**config.mk**
```make
export PLATFORM = sky130hd
export DESIGN_NAME = quoted_token_lexer
export DESIGN_NICKNAME = d
export VERILOG_FILES = /design/src/rtl/qtl_pkg.sv /design/src/rtl/qtl_step.sv /design/src/rtl/quoted_token_lexer.sv
export SDC_FILE = /design/constraint.sdc
export NUM_CORES = 1
export LEC_CHECK = 0
export BUFFER_PORTS_ARGS = -buffer_cell sky130_fd_sc_hd__buf_2
export CAP_MARGIN = 10
export CORE_MARGIN = 2
export CORE_UTILIZATION = 55
export DETAILED_ROUTE_END_ITERATION = 16
export PLACE_DENSITY = 0.85
export SYNTH_ARGS = -nofsm -noshare
export SYNTH_HDL_FRONTEND = slang
export SYNTH_SLANG_ARGS = --single-unit
```
**constraint.sdc**
```tcl
create_clock -name clk -period 2.4 [get_ports clk]
set_input_delay 0.12 -clock clk [delete_from_list [all_inputs] [get_ports clk]]
set_output_delay 0.12 -clock clk [all_outputs]
set_load 0.05 [all_outputs]
```
**src/rtl/qtl_pkg.sv**
```systemverilog
package qtl_pkg;

  // One character of the line, or the end-of-line marker.
  typedef struct packed {
    logic [7:0] ch;
    logic       line_end;
  } sym_word_t;

  // One result word.
  typedef struct packed {
    logic       token_start;
    logic       char_valid;
    logic [7:0] out_char;
    logic [2:0] status;
    logic       line_done;
  } tok_word_t;

  typedef enum logic [6:0] {
    MODE_FIND    = 7'b0000001,
    MODE_READ    = 7'b0000010,
    MODE_COMMENT = 7'b0000100,
    MODE_DQUOTE  = 7'b0001000,
    MODE_SQUOTE  = 7'b0010000,
    MODE_ESCAPE  = 7'b0100000,
    MODE_ERROR   = 7'b1000000
  } mode_t;

  // Lexer state carried from one word to the next.
  typedef struct packed {
    mode_t mode;
    logic  esc_quoted;
  } lex_state_t;

  localparam logic [2:0] ST_OK      = 3'd0;
  localparam logic [2:0] ST_OPEN_DQ = 3'd1;
  localparam logic [2:0] ST_OPEN_SQ = 3'd2;
  localparam logic [2:0] ST_END_BSL = 3'd3;
  localparam logic [2:0] ST_BAD_ESC = 3'd4;

  localparam logic [7:0] CH_SPACE   = 8'h20;
  localparam logic [7:0] CH_TAB     = 8'h09;
  localparam logic [7:0] CH_HASH    = 8'h23;
  localparam logic [7:0] CH_BANG    = 8'h21;
  localparam logic [7:0] CH_DQUOTE  = 8'h22;
  localparam logic [7:0] CH_SQUOTE  = 8'h27;
  localparam logic [7:0] CH_BSLASH  = 8'h5C;
  localparam logic [7:0] CH_LOWER_N = 8'h6E;
  localparam logic [7:0] CH_NEWLINE = 8'h0A;

endpackage

```
**src/rtl/qtl_step.sv**
```systemverilog
module qtl_step (
  input  qtl_pkg::lex_state_t lex,
  input  qtl_pkg::sym_word_t  sym,
  output qtl_pkg::lex_state_t lex_next,
  output qtl_pkg::tok_word_t  tok
);
  import qtl_pkg::*;

  logic       is_sep;
  logic       is_cmt;
  logic       start;
  logic       app;
  logic [7:0] och;
  logic [2:0] status;
  lex_state_t rd_next;
  logic       rd_app;

  assign is_sep = (sym.ch == CH_SPACE) || (sym.ch == CH_TAB);
  assign is_cmt = (sym.ch == CH_HASH) || (sym.ch == CH_BANG);

  // Handling of a character that starts or continues a bare token.
  always_comb begin
    rd_next = '{mode: MODE_READ, esc_quoted: lex.esc_quoted};
    rd_app  = 1'b0;
    if (is_sep) begin
      rd_next.mode = MODE_FIND;
    end else if (is_cmt) begin
      rd_next.mode = MODE_COMMENT;
    end else if (sym.ch == CH_DQUOTE) begin
      rd_next.mode = MODE_DQUOTE;
    end else if (sym.ch == CH_SQUOTE) begin
      rd_next.mode = MODE_SQUOTE;
    end else if (sym.ch == CH_BSLASH) begin
      rd_next.mode       = MODE_ESCAPE;
      rd_next.esc_quoted = 1'b0;
    end else begin
      rd_app = 1'b1;
    end
  end

  always_comb begin
    lex_next = lex;
    start    = 1'b0;
    app      = 1'b0;
    och      = sym.ch;
    status   = ST_OK;
    if (sym.line_end) begin
      case (lex.mode)
        MODE_DQUOTE: status = ST_OPEN_DQ;
        MODE_SQUOTE: status = ST_OPEN_SQ;
        MODE_ESCAPE: status = ST_END_BSL;
        default:     status = ST_OK;
      endcase
      lex_next = '{mode: MODE_FIND, esc_quoted: 1'b0};
    end else begin
      case (lex.mode)
        MODE_FIND: begin
          if (is_cmt) begin
            lex_next.mode = MODE_COMMENT;
          end else if (!is_sep) begin
            start    = 1'b1;
            lex_next = rd_next;
            app      = rd_app;
          end
        end
        MODE_READ: begin
          lex_next = rd_next;
          app      = rd_app;
        end
        MODE_DQUOTE: begin
          if (sym.ch == CH_DQUOTE) begin
            lex_next.mode = MODE_READ;
          end else if (sym.ch == CH_BSLASH) begin
            lex_next = '{mode: MODE_ESCAPE, esc_quoted: 1'b1};
          end else begin
            app = 1'b1;
          end
        end
        MODE_SQUOTE: begin
          if (sym.ch == CH_SQUOTE) begin
            lex_next.mode = MODE_READ;
          end else begin
            app = 1'b1;
          end
        end
        MODE_ESCAPE: begin
          if (sym.ch == CH_SQUOTE || sym.ch == CH_DQUOTE || sym.ch == CH_BSLASH || is_sep) begin
            app           = 1'b1;
            lex_next.mode = lex.esc_quoted ? MODE_DQUOTE : MODE_READ;
          end else if (sym.ch == CH_LOWER_N) begin
            app           = 1'b1;
            och           = CH_NEWLINE;
            lex_next.mode = lex.esc_quoted ? MODE_DQUOTE : MODE_READ;
          end else begin
            status        = ST_BAD_ESC;
            lex_next.mode = MODE_ERROR;
          end
        end
        MODE_COMMENT: begin
        end
        // Error mode and any code outside the mode set drop characters.
        default: begin
        end
      endcase
    end
  end

  assign tok.token_start = start;
  assign tok.char_valid  = app;
  assign tok.out_char    = app ? och : 8'h00;
  assign tok.status      = status;
  assign tok.line_done   = sym.line_end;

endmodule

```
**src/rtl/quoted_token_lexer.sv**
```systemverilog
// Shell-style line tokenizer. Each sym word carries one character of a line or an
// end-of-line marker; each produces exactly one tok word telling whether a token
// starts, which character (after escape translation) joins the current token, and
// an error status. Words pass through an input register, one step of lexer logic,
// and a result register, so one word is taken per clock cycle when the downstream
// side keeps tok_ready high. tok_valid rises when the held word moves from the
// input register into the result register. The rate is set by the update of
// the lexer mode register, which every word reads and writes. When tok is
// stalled, one further word can sit in the input register before sym_ready
// drops. After an error the rest of the line is ignored and the next
// end-of-line marker returns the lexer to its idle mode.
module quoted_token_lexer (
  input  logic               clk,
  input  logic               rst,
  input  logic               sym_valid,
  output logic               sym_ready,
  input  qtl_pkg::sym_word_t sym,
  output logic               tok_valid,
  input  logic               tok_ready,
  output qtl_pkg::tok_word_t tok
);
  import qtl_pkg::*;

  // Input register.
  logic       held_valid;
  sym_word_t  held;

  // Lexer state and its next value from the step logic.
  lex_state_t lex;
  lex_state_t lex_next;
  tok_word_t  tok_next;

  // The held word moves into the result register when that register is empty
  // or its word is being taken in this cycle.
  logic       advance;

  assign advance   = held_valid && (!tok_valid || tok_ready);
  assign sym_ready = !held_valid || advance;

  qtl_step u_step (
    .lex      (lex),
    .sym      (held),
    .lex_next (lex_next),
    .tok      (tok_next)
  );

  always_ff @(posedge clk) begin
    if (rst) begin
      held_valid <= 1'b0;
    end else if (sym_ready) begin
      held_valid <= sym_valid;
    end
  end

  always_ff @(posedge clk) begin
    if (sym_valid && sym_ready) begin
      held <= sym;
    end
  end

  // The lexer state changes only when a word is actually consumed.
  always_ff @(posedge clk) begin
    if (rst) begin
      lex <= '{mode: MODE_FIND, esc_quoted: 1'b0};
    end else if (advance) begin
      lex <= lex_next;
    end
  end

  always_ff @(posedge clk) begin
    if (rst) begin
      tok_valid <= 1'b0;
    end else if (advance) begin
      tok_valid <= 1'b1;
    end else if (tok_ready) begin
      tok_valid <= 1'b0;
    end
  end

  always_ff @(posedge clk) begin
    if (advance) begin
      tok <= tok_next;
    end
  end

`ifndef ASSERT_OFF
  // An end-of-line marker always leaves the lexer idle with the escape origin cleared.
  a_eol_idle: assert property (@(posedge clk) disable iff (rst)
    advance && held.line_end |=> lex.mode == MODE_FIND && !lex.esc_quoted && tok.line_done)
    else $error("lexer not idle after end of line");

  // Characters seen in error mode produce an all-zero result word.
  a_error_quiet: assert property (@(posedge clk) disable iff (rst)
    advance && lex.mode == MODE_ERROR && !held.line_end |=> tok_valid && tok == '0)
    else $error("character in error mode produced output");

  // An escaped character is either appended or reported as an unknown escape.
  a_escape_result: assert property (@(posedge clk) disable iff (rst)
    advance && lex.mode == MODE_ESCAPE && !held.line_end
      |=> tok.char_valid || tok.status == ST_BAD_ESC)
    else $error("escape neither appended nor reported");

  // A word waiting in the input register with a free result register must move.
  a_no_stall: assert property (@(posedge clk) disable iff (rst)
    held_valid && !tok_valid |=> tok_valid)
    else $error("held word not forwarded to free result register");
`endif

endmodule
```
# == After elaboration in Yosys (flattened, before gate mapping) ==
# Cells that the tools add are included.
# word_totals
in_bits,13
register_bits,33
elab_cells,96
output_inout_bits,16
# op_classes
eq_ne,20
bitwise_logic,1
mux,47
n_reduce_logical,17
# op_table
cell,count
$mux W7,10
$mux W8,7
$eq A8 B6 Y1 const B,5
$pmux W7 S5,1
$mux W1,21
$eq A8 B7 Y1 const B,2
$mux W3,4
$ne A3 B3 Y1 const B,3
$eq A8 B4 Y1 const B,1
$eq A7 B1 Y1 const B,1
$eq A7 B2 Y1 const B,1
$eq A7 B4 Y1 const B,1
$eq A7 B5 Y1 const B,1
$eq A7 B6 Y1 const B,1
$logic_or A1 B1 Y1,7
$ne A3 B2 Y1 const B,2
$pmux W2 S3,1
$reduce_and A6 Y1,1
$reduce_bool A6 Y1,1
$pmux W1 S5,1
$reduce_and A5 Y1,1
$mux W4,1
$ne A4 B2 Y1 const B,1
$ne A4 B4 Y1 const B,1
7 further kinds,9

# == Longest topological paths before layout ==
# depth
ltp_word,10
mapped_depth,6
mapped_depth_nobuf,5

# == Modules after synthesis ==
# A second synthesis with hierarchy kept.
# hier_totals
cells_unflattened,168
area_unflattened_um2,1896.8
# by_module_without_submodules
module,area_per_inst_um2,n_inst,cells_per_inst,seq_area_each_um2
quoted_token_lexer,1129.8,1,67,890.9
qtl_step,767.0,1,101,0.0

# == Worst setup path before layout ==
# OpenSTA, ideal clock, no wires.
# synth_path
path_kind,register -> register
start,register tok_valid
end,"register, netlist name lex[7]"
arrival_ps,2282
period_less_slack_ps,2405
path_stages_with_launch,6
required_time_ps,2277
setup_time_ps,123
path_buffers,0
path_slack_ps,-5
cell_sequence,dfxtp_1 nor2b_1 nor2b_1 o41a_1 nand3_2 mux2_1
# synth_via
elab_chain_len,4
# synth_rtl
element,line_no,rtl
start: declaration,quoted_token_lexer.sv:18,"output logic tok_valid,"
start signal: assignment,quoted_token_lexer.sv:72,tok_valid <= 1'b0;
start signal: assignment,quoted_token_lexer.sv:74,tok_valid <= 1'b1;
start signal: assignment,quoted_token_lexer.sv:76,tok_valid <= 1'b0;
$logic_not A1 Y1,quoted_token_lexer.sv:37,assign advance = held_valid && (!tok_valid || tok_ready);
$logic_or A1 B1 Y1,quoted_token_lexer.sv:37,
$logic_and A1 B1 Y1,quoted_token_lexer.sv:37,
named net advance,quoted_token_lexer.sv:35,logic advance;
$reduce_and A5 Y1 (no source line),-,
# The timed path passes the listed nets, and every way through them passes these cells.
# A chain may end at the register's enable or synchronous reset.

# == Final worst setup path ==
# layout_path
start,"register, netlist name lex[7]"
end,"register, netlist name lex[7]"
# layout_via
elab_chain_len,3
word_cells_on_any_way,12
classes_between,eq/ne: 8; mux: 2; reduce/logical: 2
# layout_rtl
element,line_no,rtl
$eq A7 B4 Y1 (tied with other cells),qtl_step.sv:56,case (lex.mode)
$ne A4 B2 Y1 (no source line) (tied with other cells),-,
$reduce_and A5 Y1 (no source line) / $mux W8 (equally long branches),-,
# Several ways; a longest one is shown, not always the timed one.

==> metrics <==
Final TNS setup=0 ns; port bufs=28; Hold EP=held_valid; Post-synth EDFFs=23; Clock Pin Slew Worst Setup and Hold Paths=0.11 ns; switch share=27.5%; Max Slew Vio Count=0; Commonest cells post-synth=edfxtp_1 (23), nand2_1 (11), nor2_1 (11), dfxtp_1 (10), nand2b_1 (7); Setup Skew=~0.0096 ns; die area=3720 sq um; PwrDens=600 nW/um^2; #FFs+latches synth=33; CORE AREA=3080 sq um; Final ANT Viol Nets=0; multi-input logic area=856 sq um; maximum vdd drop=~0.52 mV; # clock sinks=33; final-report hold violation count=0; R2R setup slack=0.24 ns; CTS root buffer=clkbuf_4; critical path required time=2.64 ns; Starting Density=58.1%; nature of the critical path startpoint=flop; GR Overflow Total=0; register area=891 sq um; DRC Markers=0; Hold Crit Class=in2reg; Syn Inst Count=160; combinational fraction of design power=15.2%; cell chain of the critical path=nor4_1 -> and3_1 -> a31oi_4 -> nand3_2 -> mux2_1; worst path buffer plus inverter count=0; initial antenna violation count=0; critical setup path kind=reg2reg; period utilization=between 90% and 100%; post-synthesis cell area=1790 sq um; CTS tree=done; Final Power=between 1 and 1.5 mW; antenna cells=0; Switch Pwr=roughly 0.35 mW; Hold Path Depth=3; Area Growth Syn to Fin=20.2%; vias=1,457; Seq pwr share=51.6%; Synth top area share=38.6%; Reg-to-Reg Start=lex[7]; row count=20; post-synthesis sequential area ratio=49.8%; most common flop cell mapped by yosys=edfxtp_1; clock latency on the worst-skew pair=0.35 ns; share of layout cells above drive strength 1=29.9%; CTS max path bufs=2; Total Wirelength=about 3900 um; crit path launch=lex[7]; Setup violations, final=0; Distinct cells, synth=53; via/cell ratio=5.95; max-cap violation count=0; CTS buffer count=5; synthesis warning total=0; GRT Resource Usage Total=24.0%; number of fill cells=220; RSZ-0062 raised after global routing=no; fmax=0.462 GHz; nets@finish=213; Leak=0.833 nW; critical path peak fanout=5; Max stage delay cell, worst path=nor4_1; Critical Path End Type=flop; Initial DRC Count=77; Least-Margin Pin Slew=0.680 ns; worst hold start=sym_valid; count leader, synth=edfxtp_1; Die Width=61.0 um; Syn Nets=173; leading area contributor after synthesis=edfxtp_1; Avg WL per Cell=16.0 um; vias in the first global route=between 1,000 and 1,500; capturing point of the worst reg2reg path=lex[7]; P_int=0.935 mW; DP Wirelength=2620 um; outcome=finished clean; RePlAce Congestion=0.933; I/O Pins=29; clock power share=33.2%; CTS resizes=0; global-route wire length before repair=6290 um; Die Span Y=61.0 um; slowest stage delay, CP=0.63 ns; family with the most delay on the worst path=simple AND/OR/NAND/NOR gates; R2R depth=5; Max-slew headroom=54.2%; DR pass1 iterations=5; Final min period=2.16 ns; crit path DAT=roughly 2.4 ns; largest net degree at the start of global routing=19; Async S/R FF share, synth=0%; H-tree levels=2; leading post-synthesis cells by cell area=edfxtp_1 (39%), dfxtp_1 (11%), nand2b_1 (2.4%); Avg Cell Area, Syn=approximately 11 sq um
[cell families after synthesis]
family / Yosys count / synth area share, %
xor gates and xnor gates: 4 / 1.96
AOI/OAI and AO/OA: 24 / 11.5
muxes: 5 / 2.87
and+or+nand+nor: 84 / 31.4
buffers and inverters: 10 / 2.45
DFF: 33 / 49.8
[worst reg2reg max path, cell delays in order (launching register included)]
cell	delay, ns
dfxtp_1	0.37
nor4_1	0.63
and3_1	0.41
a31oi_4	0.17
nand3_2	0.15
mux2_1	0.33
[flip-flops by register name (all words and copies together), names as in the netlist]
| name | cells |
|---|---|
| lex | 8 |
| tok | 14 |
| held_valid | 1 |
| tok_valid | 1 |
| held | 9 |
[worst max-delay path by stage]
stage | slack [ns] | depth (start not counted) | endpoint
2_1_floorplan | 0.30 | 5 | lex[7]
3_3_place_gp | 0.37 | 5 | lex[7]
3_5_place_dp | 0.32 | 5 | lex[7]
4_1_cts | 0.31 | 5 | lex[7]
5_1_grt | 0.15 | 5 | lex[7]
6_report | 0.24 | 5 | lex[7]
[area by class of cell]
class / count / share of cell area (%)
inverter: 3 / 0.524
multi-input combinational: 117 / 39.8
clock inverter: 3 / 2.15
timing repair buffer: 40 / 11.8
tap: 44 / 2.56
sequential: 33 / 41.4
clock buffer: 5 / 1.75
[routing by layer]
layer | wire, um | global-route usage, % | vias to the layer above
met3 | 294 | 6.93 | 15
li1 | - | - | 693
met1 | 1540 | 29.2 | 669
met5 | 0 | 0 | -
met4 | 106 | 9.63 | 0
met2 | 1970 | 40.4 | 80
[cells in the final DEF (no fill, tap or decap), types with 5 or more instances in the layout]
| cell | netlist | routed |
|---|---|---|
| edfxtp_1 | 23 | 23 |
| nand2_1 | 11 | 11 |
| nor2_1 | 11 | 11 |
| nand2b_1 | 7 | 7 |
| nor2b_2 | 5 | 6 |
| nor3_1 | 6 | 6 |
| clkbuf_4 | 0 | 5 |
| dfxtp_1 | 10 | 10 |
| buf_2 | 2 | 28 |
| dlygate4sd3_1 | 0 | 9 |
[per-stage QoR]
stage                     cells  utilization, %  hold slack, ns  instance area (sq um)  setup slack, ns
after global routing        245            69.8          0.0541                   2150            0.153
after global placement      228            64.2           0.297                   1980            0.375
after floorplan             160               -           0.219                   1790            0.305
final                       245            69.8          0.0145                   2150            0.236
after CTS                   245            69.8         0.00363                   2150            0.306
after detailed placement    228            64.2           0.298                   1980            0.323
[power by group through the flow]
stage | sequential [mW] | clock, mW | combinational [mW]
global route | 0.669 | 0.454 | 0.210
global placement | 0.675 | 0 | 0.179
CTS | 0.664 | 0.430 | 0.194
finish | 0.665 | 0.428 | 0.196
floorplan | 0.715 | 0 | 0.0984
detailed placement | 0.677 | 0 | 0.182
[timing repair]
action	in CTS	in global routing
hold endpoints to repair	9	0
hold buffers	9	0
buffers inserted	0	0
No activity file was read; power rests on OpenSTA's default activity.
